**src/rtl/alpha_blend_pixel_write_top_defines.svh**
```systemverilog
// assertion macros for the alpha blend pixel writer
`ifndef ALPHA_BLEND_PIXEL_WRITE_TOP_DEFINES_SVH
`define ALPHA_BLEND_PIXEL_WRITE_TOP_DEFINES_SVH

// condition must hold at every clock edge out of reset
`define ABPW_ASSERT_ALWAYS(lbl, cond, msg) \
  lbl: assert property (@(posedge clk) disable iff (!rst_n) (cond)) else $error(msg);

// consequence must hold in the cycle after the antecedent
`define ABPW_ASSERT_NEXT(lbl, ante, cons, msg) \
  lbl: assert property (@(posedge clk) disable iff (!rst_n) (ante) |=> (cons)) else $error(msg);

`endif

```
**src/rtl/abpw_pkg.sv**
```systemverilog
// shared constants and types of the alpha blend pixel writer
`timescale 1ns / 1ps
package abpw_pkg;

  localparam int MAX_WIDTH_DEF  = 256;
  localparam int MAX_HEIGHT_DEF = 256;

  localparam int CFG_W   = 9;
  localparam int COORD_W = 16;
  localparam int COLOR_W = 32;
  localparam int INDEX_W = 16;

  localparam logic [7:0] ALPHA_OPAQUE = 8'hFF;

  localparam logic CFG_FRAME_WIDTH  = 1'b0;
  localparam logic CFG_FRAME_HEIGHT = 1'b1;

  typedef struct packed {
    logic               load;
    logic [COLOR_W-1:0] fg;
    logic [COLOR_W-1:0] bg;
  } blend_req_t;

endpackage

```
**src/rtl/abpw_blend.sv**
```systemverilog
// rgba over blend: registered channel products, then exact divide by 255
`timescale 1ns / 1ps
module abpw_blend import abpw_pkg::*; (
  input  logic               clk,
  input  blend_req_t         req,
  output logic [COLOR_W-1:0] pix
);

  logic [15:0]        prod_fg_r [3];
  logic [15:0]        prod_bg_r [3];
  logic [COLOR_W-1:0] fg_r;
  logic [7:0]         chan [3];

  // exact for every n below 65280
  function automatic logic [7:0] div255(input logic [15:0] n);
    logic [16:0] t;
    t = {1'b0, n} + 17'd1 + {9'd0, n[15:8]};
    return t[15:8];
  endfunction

  always_ff @(posedge clk) begin
    if (req.load) begin
      fg_r <= req.fg;
      for (int i = 0; i < 3; i++) begin
        prod_fg_r[i] <= 16'(req.fg[8*i+8 +: 8]) * 16'(req.fg[7:0]);
        prod_bg_r[i] <= 16'(req.bg[8*i+8 +: 8]) * 16'(ALPHA_OPAQUE - req.fg[7:0]);
      end
    end
  end

  always_comb begin
    for (int i = 0; i < 3; i++) begin
      chan[i] = div255(prod_fg_r[i] + prod_bg_r[i]);
    end
    if (fg_r[7:0] == ALPHA_OPAQUE) begin
      pix = fg_r;
    end else begin
      pix = {chan[2], chan[1], chan[0], ALPHA_OPAQUE};
    end
  end

endmodule

```
**config.mk**
```make
export PLATFORM = sky130hd
export DESIGN_NAME = abpw_blend
export DESIGN_NICKNAME = d
export VERILOG_FILES = /design/src/rtl/alpha_blend_pixel_write_top_defines.svh /design/src/rtl/abpw_pkg.sv /design/src/rtl/abpw_blend.sv
export SDC_FILE = /design/constraint.sdc
export NUM_CORES = 1
export LEC_CHECK = 0
export ABC_AREA = 1
export BUFFER_PORTS_ARGS = -buffer_cell sky130_fd_sc_hd__buf_2
export CAP_MARGIN = 20
export CORE_ASPECT_RATIO = 0.7
export CORE_MARGIN = 10
export CORE_UTILIZATION = 40
export DETAILED_ROUTE_END_ITERATION = 8
export PLACE_DENSITY = 0.63
export RECOVER_POWER = 100
export SLEW_MARGIN = 40
export SYNTH_ARGS = -nofsm -noshare
export SYNTH_HDL_FRONTEND = slang
export SYNTH_SLANG_ARGS = --single-unit
```
**constraint.sdc**
```tcl
create_clock -name clk -period 16.2 [get_ports clk]
set_input_delay 3.24 -clock clk [delete_from_list [all_inputs] [get_ports clk]]
set_output_delay 3.24 -clock clk [all_outputs]
set_load 0.005 [all_outputs]
```
==> run metrics <==
Seq cells post-synth=128; Seq/Total Area, Yosys=18.7%; GP Congestion=0.878; Critical Path RT=16.40 ns; die extent in x=291 µm; status=complete, but fails checks; leakage power=12.1 nW; CP endpoint kind=flip-flop; area of the multi-input gates=14100 µm²; crit start category=input pin; Final Max Slew Viols=492; num ports=98; share of cells above drive strength 1=5.64%; RSZ-0062 raised after global routing=no; nets=3178; most frequent cells in the layout=inv_1, nand2_1, ha_1; Port Buffers=81; largest net degree at the start of global routing=66; setup TNS=0 ns; area delta synth->final=7.09%; Longest Clk Path Bufs=2; cell count after synthesis=2565; DRT Pass-1 Iters=5; Max-Cap Viols=11; maximum net fanout on the critical path=41; Yosys cell types=51; Starting Density=40.4%; Worst-path clk slew=0.06 ns; initial antenna violation count=2; Routed WL=50300 µm; worst vdd ir=0.000152 V; final number of hold-violating endpoints=0; TritonCTS clock tree=done; Main synth FF type=edfxtp_1; # setup viols final=0; row count=69; initial DRC count=1220; Slew HR=-142%; via/cell ratio=4.90; commonest non-fill, non-tap cell in the layout=inv_1; dpl ws=7.66 ns; Die H=209 µm; DRC=0; Netlist Area Pre-Place=20500 µm²; vias in the first global route=16280; Core Area=50800 µm²; period utilisation layout=64.5%; # clock sinks=128; global-route wire length before repair=82900 µm; Die ar.=60900 µm²; fin worst setup slack=5.75 ns; Post-CTS Resized=0; CTS root buffer=clkbuf_16; GRT Util Overall=16.6%; hold buffer count at CTS=0; Max Clock Freq=95.7 MHz; Sequential cell area=3840 µm²; CP Class=input pin to flip-flop; total power=0.00437 W; # fillers=5058; Ys Warns=0; failing checks=capacitance limit, slew limit; postcts setup bufs=0; crit path DAT=10.65 ns; DRT antenna net count=0; GR Overflow Total=0; total number of vias=16171; Synth async-reset ratio=0%; Power Dens Cells=199 nW/µm²; CTS buffer count=17; Hold Path Class=input pin to flip-flop; Syn Area/Cell=8.00 µm²; H-tree depth=4; placed wire-length estimate=40200 µm; Slew @ Worst Pin=3.63 ns; post-layout min period=10.45 ns; number of synthesized flops with an enable pin=128; post-DR wirelength/cell=15.3 µm
[flip-flops by register name (all words and copies together), names as in the netlist]
register,flops
prod_bg_r,48
prod_fg_r,48
fg_r,32
[area by class of cell]
type,instances,area share (%)
multi-input cells,1771,64.0
flip-flops and latches,128,17.5
inverters,598,10.2
well taps,674,3.84
clock buffers,18,1.95
repair buffers,93,1.90
clock inverters,14,0.598
diodes,2,0.0228
[cells in the mapped netlist, types with 3 or more instances]
cell type / number / area share (%)
inv_1: 591 / 11
nand2_1: 520 / 9.5
ha_1: 283 / 17
nor2_1: 233 / 4.3
fa_1: 220 / 21
edfxtp_1: 128 / 19
a21oi_1: 127 / 3.1
nand3_1: 84 / 2.0
xor2_1: 62 / 2.6
clkbuf_1: 42 / 0.77
o21ai_0: 42 / 1.0
xnor2_1: 33 / 1.4
nand2_2: 29 / 0.88
clkbuf_2: 16 / 0.39
nand3_2: 16 / 0.78
nand4_1: 16 / 0.49
nor2_2: 12 / 0.37
nand3b_1: 11 / 0.40
o21ai_1: 11 / 0.27
buf_4: 8 / 0.29
nor3_1: 7 / 0.17
buf_1: 6 / 0.11
o21a_1: 6 / 0.22
o21bai_1: 6 / 0.22
a21oi_2: 5 / 0.21
and2_1: 5 / 0.15
a21o_1: 4 / 0.15
inv_2: 4 / 0.073
o31ai_1: 4 / 0.15
clkinv_1: 3 / 0.055
xor2_2: 3 / 0.24
[through the flow]
step | area [µm²] | instances | hold WS (ns) | utilization [%]
after floorplan | 20500 | 2572 | 3.34 | -
after global placement | 21500 | 3263 | 3.58 | 42.4
after detailed placement | 21500 | 3264 | 3.58 | 42.4
after CTS | 22100 | 3296 | 3.10 | 43.5
after global routing | 22000 | 3298 | 3.23 | 43.3
final | 22000 | 3298 | 3.22 | 43.3
[layer usage]
layer  part of all wire [%]  wire length [µm]  GRT usage, %  vias to the layer above
met5                      0                 0             0                        -
met4                    2.0              1000          4.83                        0
met3                    5.6              2820          2.79                       54
met2                     46             22900          26.7                      394
met1                     47             23600          22.7                     7768
li1                       -                 -             -                     7955
[where the power goes]
part           internal [W]  switching [W]  leakage [nW]
registers          0.000535      0.0000425          1.25
logic               0.00126        0.00215          10.6
clock network      0.000213       0.000170         0.271
[final timing paths]
kind | slack, ns | to | from | cells after the start
max | 5.75 | prod_bg_r[0][14] | req[37] | 22
min | 3.22 | prod_bg_r[0][0] | req[8] | 3
[kinds of logic after synthesis]
kind of cell,after synthesis,synth area share [%]
AO/OA/AOI/OAI,214,5.70
XOR/XNOR,99,4.43
adder cells (fa/ha/maj),503,38.7
buffers and inverters,673,12.7
flip-flops,128,18.7
other,1,0.0183
AND/OR/NAND/NOR,947,19.7
[worst max-delay path, cell delays in order]
cell and delay [ns]:
buf_2 0.08, clkbuf_1 2.07, clkinv_1 1.19, nand2_1 0.32, fa_1 0.47, fa_1 0.56
inv_1 0.05, fa_1 0.47, inv_1 0.05, fa_1 0.47, inv_1 0.04, ha_1 0.34
a21oi_1 0.21, o21ai_0 0.09, a21oi_1 0.29, nor2_1 0.07, o21ai_0 0.16, nand2_1 0.11
nand2_1 0.07, nand2_1 0.05, a21oi_1 0.15, xnor2_1 0.08
Power figures use the tool's default switching activity.
